<file path="src/hw/rtl/pge_pkg.sv">
// Shared types, constants and lookup functions of the pheromone grid engine.
// No dependencies; every other file but pge_ram imports this package.
package pge_pkg;

   localparam int MAX_COLS    = 128;
   localparam int MAX_ROWS    = 128;
   localparam int NUM_LAYERS  = 3;
   localparam int LEVEL_BITS  = 16;
   localparam int COL_BITS    = $clog2(MAX_COLS);
   localparam int ROW_BITS    = $clog2(MAX_ROWS);
   localparam int LAYER_BITS  = 2;
   localparam int ADDR_BITS   = LAYER_BITS + ROW_BITS + COL_BITS;
   localparam int STORE_DEPTH = NUM_LAYERS * MAX_ROWS * MAX_COLS;

   // operation codes
   localparam logic [2:0] KIND_DEPOSIT  = 3'd0;
   localparam logic [2:0] KIND_SAMPLE   = 3'd1;
   localparam logic [2:0] KIND_STEER    = 3'd2;
   localparam logic [2:0] KIND_EVAPORATE = 3'd3;
   localparam logic [2:0] KIND_CLEAR    = 3'd4;

   localparam logic [1:0] LAYER_DANGER = 2'd2;

   // register indexes
   localparam logic [2:0] CSR_GRID_COLS   = 3'd0;
   localparam logic [2:0] CSR_GRID_ROWS   = 3'd1;
   localparam logic [2:0] CSR_CELL_SHIFT  = 3'd2;
   localparam logic [2:0] CSR_MAX_LEVEL   = 3'd3;
   localparam logic [2:0] CSR_THRESHOLD   = 3'd4;
   localparam logic [2:0] CSR_TRAIL_KEEP  = 3'd5;
   localparam logic [2:0] CSR_DANGER_KEEP = 3'd6;

   localparam logic [14:0] BEHIND_FACTOR = 15'd19661;  // 0.3 in Q0.16
   localparam logic [16:0] QUARTER_TURN  = 17'h04000;
   localparam logic [2:0]  NBR_LAST      = 3'd7;

   typedef struct packed {
      logic load;        // capture the accepted item
      logic dep_write;   // write the saturated deposit sum
      logic cap_level;   // capture the sampled level
      logic steer_step;  // read the next neighbor
      logic sweep_start; // rewind the sweep address
      logic sweep_step;  // visit the next stored cell
      logic sweep_evap;  // sweep scales instead of clearing
      logic out_load;    // move the result into the output register
   } cmd_type;

   typedef struct packed {
      logic [2:0] kind;
      logic       on_grid;
      logic       steer_last;
      logic       sweep_last;
   } status_type;

   function automatic logic [15:0] nb_angle(input logic [2:0] idx);
      logic [15:0] a;
      case (idx)
         3'd0:    a = 16'hA000;
         3'd1:    a = 16'hC000;
         3'd2:    a = 16'hE000;
         3'd3:    a = 16'h8000;
         3'd4:    a = 16'h0000;
         3'd5:    a = 16'h6000;
         3'd6:    a = 16'h4000;
         default: a = 16'h2000;
      endcase
      return a;
   endfunction

   function automatic logic signed [1:0] nb_dx(input logic [2:0] idx);
      logic signed [1:0] d;
      case (idx)
         3'd0, 3'd3, 3'd5: d = -2'sd1;
         3'd1, 3'd6:       d = 2'sd0;
         default:          d = 2'sd1;
      endcase
      return d;
   endfunction

   function automatic logic signed [1:0] nb_dy(input logic [2:0] idx);
      logic signed [1:0] d;
      case (idx)
         3'd0, 3'd1, 3'd2: d = -2'sd1;
         3'd3, 3'd4:       d = 2'sd0;
         default:          d = 2'sd1;
      endcase
      return d;
   endfunction

endpackage

</file>
<file path="src/hw/rtl/pge_ctrl.sv">
// Controller state machine: sequences each operation and owns the result valid flag.
// Depends on pge_pkg.
module pge_ctrl (
   input  logic                clock,
   input  logic                reset,
   input  logic                req_tvalid,
   output logic                req_tready,
   output logic                rsp_tvalid,
   input  logic                rsp_tready,
   input  pge_pkg::status_type status,
   output pge_pkg::cmd_type    cmd
);
   import pge_pkg::*;

   localparam logic [3:0] ST_CLR    = 4'd0;
   localparam logic [3:0] ST_IDLE   = 4'd1;
   localparam logic [3:0] ST_DISP   = 4'd2;
   localparam logic [3:0] ST_WAIT   = 4'd3;
   localparam logic [3:0] ST_STEER  = 4'd4;
   localparam logic [3:0] ST_DRAIN1 = 4'd5;
   localparam logic [3:0] ST_DRAIN2 = 4'd6;
   localparam logic [3:0] ST_SWEEP  = 4'd7;
   localparam logic [3:0] ST_DONE   = 4'd8;

   logic [3:0] state_ff, state_in;
   logic       valid_ff, valid_in;
   logic       out_free;

   assign out_free   = !valid_ff || rsp_tready;
   assign req_tready = (state_ff == ST_IDLE);
   assign rsp_tvalid = valid_ff;

   always_comb begin
      state_in = state_ff;
      cmd      = '0;
      case (state_ff)
         ST_CLR: begin
            cmd.sweep_step = 1'b1;
            if (status.sweep_last) begin
               state_in = ST_IDLE;
            end
         end
         ST_IDLE: begin
            if (req_tvalid) begin
               cmd.load = 1'b1;
               state_in = ST_DISP;
            end
         end
         ST_DISP: begin
            case (status.kind)
               KIND_DEPOSIT, KIND_SAMPLE:
                  state_in = status.on_grid ? ST_WAIT : ST_DONE;
               KIND_STEER:
                  state_in = status.on_grid ? ST_STEER : ST_DONE;
               KIND_EVAPORATE, KIND_CLEAR: begin
                  cmd.sweep_start = 1'b1;
                  state_in = ST_SWEEP;
               end
               default: state_in = ST_DONE;
            endcase
         end
         ST_WAIT: begin
            cmd.dep_write = (status.kind == KIND_DEPOSIT);
            cmd.cap_level = (status.kind == KIND_SAMPLE);
            state_in = ST_DONE;
         end
         ST_STEER: begin
            cmd.steer_step = 1'b1;
            if (status.steer_last) begin
               state_in = ST_DRAIN1;
            end
         end
         ST_SWEEP: begin
            cmd.sweep_step = 1'b1;
            cmd.sweep_evap = (status.kind == KIND_EVAPORATE);
            if (status.sweep_last) begin
               state_in = ST_DRAIN1;
            end
         end
         ST_DRAIN1: state_in = ST_DRAIN2;
         ST_DRAIN2: state_in = ST_DONE;
         ST_DONE: begin
            if (out_free) begin
               cmd.out_load = 1'b1;
               state_in = ST_IDLE;
            end
         end
         default: state_in = ST_IDLE;
      endcase
   end

   always_comb begin
      valid_in = valid_ff;
      if (cmd.out_load) begin
         valid_in = 1'b1;
      end else if (rsp_tready) begin
         valid_in = 1'b0;
      end
   end

   always_ff @(posedge clock) begin
      if (reset) begin
         state_ff <= ST_CLR;
         valid_ff <= 1'b0;
      end else begin
         state_ff <= state_in;
         valid_ff <= valid_in;
      end
   end

   a_no_accept_in_clear: assert property (@(posedge clock) disable iff (reset)
      (state_ff == ST_CLR) |-> !req_tready)
      else $error("item accepted during the clearing pass");

   a_accept_dispatches: assert property (@(posedge clock) disable iff (reset)
      (req_tvalid && req_tready) |=> (state_ff == ST_DISP))
      else $error("accepted item not dispatched");

   a_load_sets_valid: assert property (@(posedge clock) disable iff (reset)
      cmd.out_load |=> valid_ff)
      else $error("result loaded without valid");

   a_load_only_when_free: assert property (@(posedge clock) disable iff (reset)
      cmd.out_load |-> out_free)
      else $error("result register overwritten before it was taken");

   a_single_store_op: assert property (@(posedge clock) disable iff (reset)
      $countones({cmd.dep_write, cmd.steer_step, cmd.sweep_step}) <= 1)
      else $error("store port claimed twice");

endmodule

</file>
<file path="config.mk">
export PLATFORM = sky130hd
export DESIGN_NAME = pge_ctrl
export DESIGN_NICKNAME = d
export VERILOG_FILES = /design/src/hw/rtl/pge_pkg.sv /design/src/hw/rtl/pge_ctrl.sv
export SDC_FILE = /design/constraint.sdc
export NUM_CORES = 1
export LEC_CHECK = 0
export BUFFER_PORTS_ARGS = -buffer_cell sky130_fd_sc_hd__buf_2
export CAP_MARGIN = 25
export CELL_PAD_IN_SITES_DETAIL_PLACEMENT = 0
export CELL_PAD_IN_SITES_GLOBAL_PLACEMENT = 1
export CORE_AREA = 10 10 55 57
export CTS_BUF_LIST = sky130_fd_sc_hd__clkbuf_16
export DETAILED_ROUTE_END_ITERATION = 16
export DIE_AREA = 0 0 65 67
export PLACE_DENSITY = 0.78
export SLEW_MARGIN = 20
export SYNTH_ARGS = -nofsm -noshare
export SYNTH_HDL_FRONTEND = slang
export SYNTH_SLANG_ARGS = --single-unit
</file>
<file path="constraint.sdc">
create_clock -name clock -period 1.48 [get_ports clock]
set_input_delay 0.37 -clock clock [delete_from_list [all_inputs] [get_ports clock]]
set_output_delay 0.37 -clock clock [all_outputs]
set_load 0.005 [all_outputs]
</file>
Yosys cells after proc, flatten, opt, wreduce, memory -nomap -nowiden
Index checks and enable logic that the tools add are counted.
{"block": "op_classes", "n_eq_ne": 17, "muxes": 21, "n_reduce_logical": 10}
{"operator": "4-bit case mux with 8 select lines", "count": 1}
{"operator": "4-bit two-way mux", "count": 7}
{"operator": "4-bit by 3-bit equality test with 1-bit output, second input constant", "count": 4}
{"operator": "4-bit case mux with 3 select lines", "count": 1}
{"operator": "1-bit two-way mux", "count": 11}
{"operator": "2-bit inequality test, second input constant", "count": 5}
{"operator": "4-bit by 2-bit equality test with 1-bit output, second input constant", "count": 2}
{"operator": "2-bit OR reduction", "count": 4}
{"operator": "3-bit by 2-bit equality test with 1-bit output, second input constant", "count": 2}
{"operator": "5-bit AND reduction", "count": 1}
{"operator": "4-bit by 1-bit equality test with 1-bit output, second input constant", "count": 1}
{"operator": "4-bit equality test, second input constant", "count": 1}
{"operator": "4-bit zero test", "count": 1}
{"operator": "3-bit by 1-bit equality test with 1-bit output, second input constant", "count": 1}
{"operator": "3-bit equality test, second input constant", "count": 1}
{"operator": "3-bit zero test", "count": 1}
{"operator": "2-bit two-way mux", "count": 1}
{"operator": "2-bit nonzero test", "count": 1}
{"operator": "1-bit zero test", "count": 1}
{"operator": "1-bit logical OR", "count": 1}
{"block": "word_totals", "register_bits": 5, "in_bits": 10, "out_inout_bits": 10}

Longest topological paths before layout
{"block": "logic_depth", "ltp_word": 5, "ltp_mapped": 6, "ltp_nobuf": 4}

Least setup slack after synthesis
OpenSTA, ideal clock, no wires.
{"block": "synth_path", "path_kind": "flip-flop to output port", "from": "reg state_ff[2]", "to": "out cmd[5] in the netlist's numbering", "arrival_ns": 1.177, "required_ns": 1.110, "slack_ns": -0.067, "stages_incl_launch_ff": 5, "n_path_buf": 2, "path_cell_list": "dfxtp_1 -> buf_6 -> buf_4 -> or3_4 -> nor4b_2"}
{"item": "start: declaration", "line": "pge_ctrl.sv:25", "source": "logic [3:0] state_ff, state_in;"}
{"item": "start signal: assignment", "line": "pge_ctrl.sv:106", "source": "state_ff <= state_in;"}
{"item": "end: declaration", "line": "pge_ctrl.sv:11", "source": "output pge_pkg::cmd_type cmd"}

==> metrics.yaml <==
htree_levels: 1
area.growth.synth_to_final_pct: 82.70
syn-num-nets: 84
rsz0062_at_grt: "yes"
drt-total-wl_um: 1915
fmax_mhz: 577.6
finalClockSkew_ps: 2.376
hold_viol_final: 0
worstSetupPathType: "flop to primary output"
antenna_cells: 0
grt_overflow_total: 0
status: "complete, but fails checks"
cts_tree: "yes"
drtIter0Drc: 5
critPathRequiredTime_ps: 1110
grt_max_degree: 13
drc: 0
die_h_um: 67
violations: "negative setup slack"
setup_viol: 10
fin_area_sq_mm: 0.001017
hold_class: "input port to flop"
crit_arrival_ps: 1360
syn_avg_cell_area_sq_um: 7.524
numCtsBuffers: 3
cts_hold_buf: 0
path_clk_slew_ps: 30
grt_pass1_vias: 738
core_sq_mm: 0.001942
worstSetupEndpointType: "primary output"
power.density_mw_per_mm2: 846.5
layout.cells.most_common_list: "buf_4 (20), buf_2 (19), nor2_1 (7)"
ant_nets: 0
ys_warn_count: 0
cp_max_fo: 3
fin_crit_ps: 1731
row_count: 16
clkSinkCount: 5
nets: 122
drt_first_pass_iters: 4
worst_ir_drop_vdd_v: 0.0007539
p_total_uw: 861.1
place_hpwl_um: 1346
dieArea_sq_mm: 0.004355
fillerInstances: 208
start_kind: "flop"
drv_slew: 0
boundaryPins: 20
fp.dieW_um: 65
clk_latency_ps: 230
reg2reg_slack_ps: -60
worst_pin_slew_ps: 263.3
floorplan.initialDensity: 0.2867
synth_top_area_share: 0.1798
grt_pass1_wl_um: 3160
wl_per_cell_um: 13.88
cts_root_buf: "clkbuf_16"
synth_cell_types: 40
leakagePower_uw: 0.0004337
synthCells: 74
place_area_sq_um: 772.0
slew-limit-headroom: 0.8194
multi_input_area_sq_um: 529.3
yosysSeqAreaShare: 0.1798
layout_commonest_cell: "buf_4"
ys_seq_elements: 5
layout-drive-gt1-share: 0.6396
synth_area_leader_cell: "dfxtp_1"
port_buffers: 19
netlist_area_sq_um: 556.8
grt_usage: 0.09369
fin_ws_ps: -251.2
seq_area_sq_um: 103.9
setup_tns_ps: -1270
synthTopCellsByArea: "dfxtp_1 (18%), nor2_1 (6.7%), nand2b_1 (5.6%), buf_4 (5.4%), mux2i_1 (3.6%)"
grt_antenna_before_repair: 0
finalCritPeriodShare: 1.170
gp_congestion: 0.8031
vias: 678
max_cap_violations: 0
clock_path_buffers: 2
avgViaCountPerCell: 4.913
-- report_power, final --
| part | total, uW | internal, uW | switching, uW |
|---|---|---|---|
| Clock | 440 | 350 | 90.2 |
| Combinational | 270 | 142 | 129 |
| Sequential | 151 | 145 | 5.99 |
-- routing by layer --
layer / routed length, um / track usage
met3: 122 / 0.04013
met5: 0 / 0
met1: 778 / 0.09335
met2: 939 / 0.1552
met4: 75 / 0.06684
-- area by class of cell --
cell class / instances / area share
flip-flops and latches: 5 / 0.1021
multi-input cells: 60 / 0.5203
inverters: 1 / 0.003690
clock buffers: 3 / 0.07380
well taps: 27 / 0.03321
repair buffers: 41 / 0.2632
clock inverters: 1 / 0.003690
-- cell families after synthesis --
logic type             after synthesis  synth area share
buffers and inverters                9            0.1124
flip-flops                           5            0.1798
AND/OR/NAND/NOR                     38            0.4135
AO/OA/AOI/OAI                       20            0.2584
multiplexers                         2           0.03596
-- cell usage after synthesis --
cell	number
nor2_1	10
dfxtp_1	5
nand2b_1	5
buf_4	4
nand2_1	4
a21oi_1	3
nor2b_1	3
nor3_1	3
o21ai_0	3
a31oi_1	2
buf_2	2
mux2i_1	2
a2111oi_0	1
a2111oi_1	1
a211o_1	1
a211oi_1	1
a221oi_1	1
a22oi_1	1
a311oi_2	1
and2_1	1
and4b_1	1
buf_6	1
clkbuf_4	1
inv_1	1
nand2_2	1
nand3_1	1
nand3b_2	1
nor2_2	1
nor3b_1	1
nor4_1	1
nor4_2	1
nor4b_2	1
o211ai_1	1
o21a_1	1
o21ai_1	1
o22ai_1	1
o32ai_1	1
or3_1	1
or3_4	1
or3b_1	1
-- critical path, cell delays in order, from the launching register on --
cell and delay (ps):
dfxtp_2 330, nand2_2 60, or3_4 400, nor4b_4 200
buf_2 140
-- through the flow --
stage | utilization | cells | hold slack (ps) | setup slack [ps]
after floorplan | - | 74 | 437.9 | -28.29
after global placement | 0.3976 | 129 | 526.2 | -50.09
after detailed placement | 0.3976 | 129 | 532.6 | -112.4
after CTS | 0.5006 | 138 | 380.4 | -262.3
after global routing | 0.5238 | 138 | 402.2 | -305.2
final | 0.5238 | 138 | 386.4 | -251.2
-- repair_timing --
item,4_1_cts,5_1_grt
setup buffers,5,1
pin swaps,4,3
setup endpoints to repair,9,12
resized for setup,16,15
-- path summary, 6_finish.rpt --
check	start	end	depth (start not counted)
max	state_ff[1]	cmd[5]	4
min	reset	rsp_tvalid	2
min reg2reg	state_ff[2]	state_ff[2]	2
max reg2reg	state_ff[3]	state_ff[3]	5
-- sequential cells by signal, summed over array words and instances, names as in the netlist --
| register | flops |
|---|---|
| rsp_tvalid | 1 |
| state_ff | 4 |
Note: power is estimated with default switching activity, not from simulation.
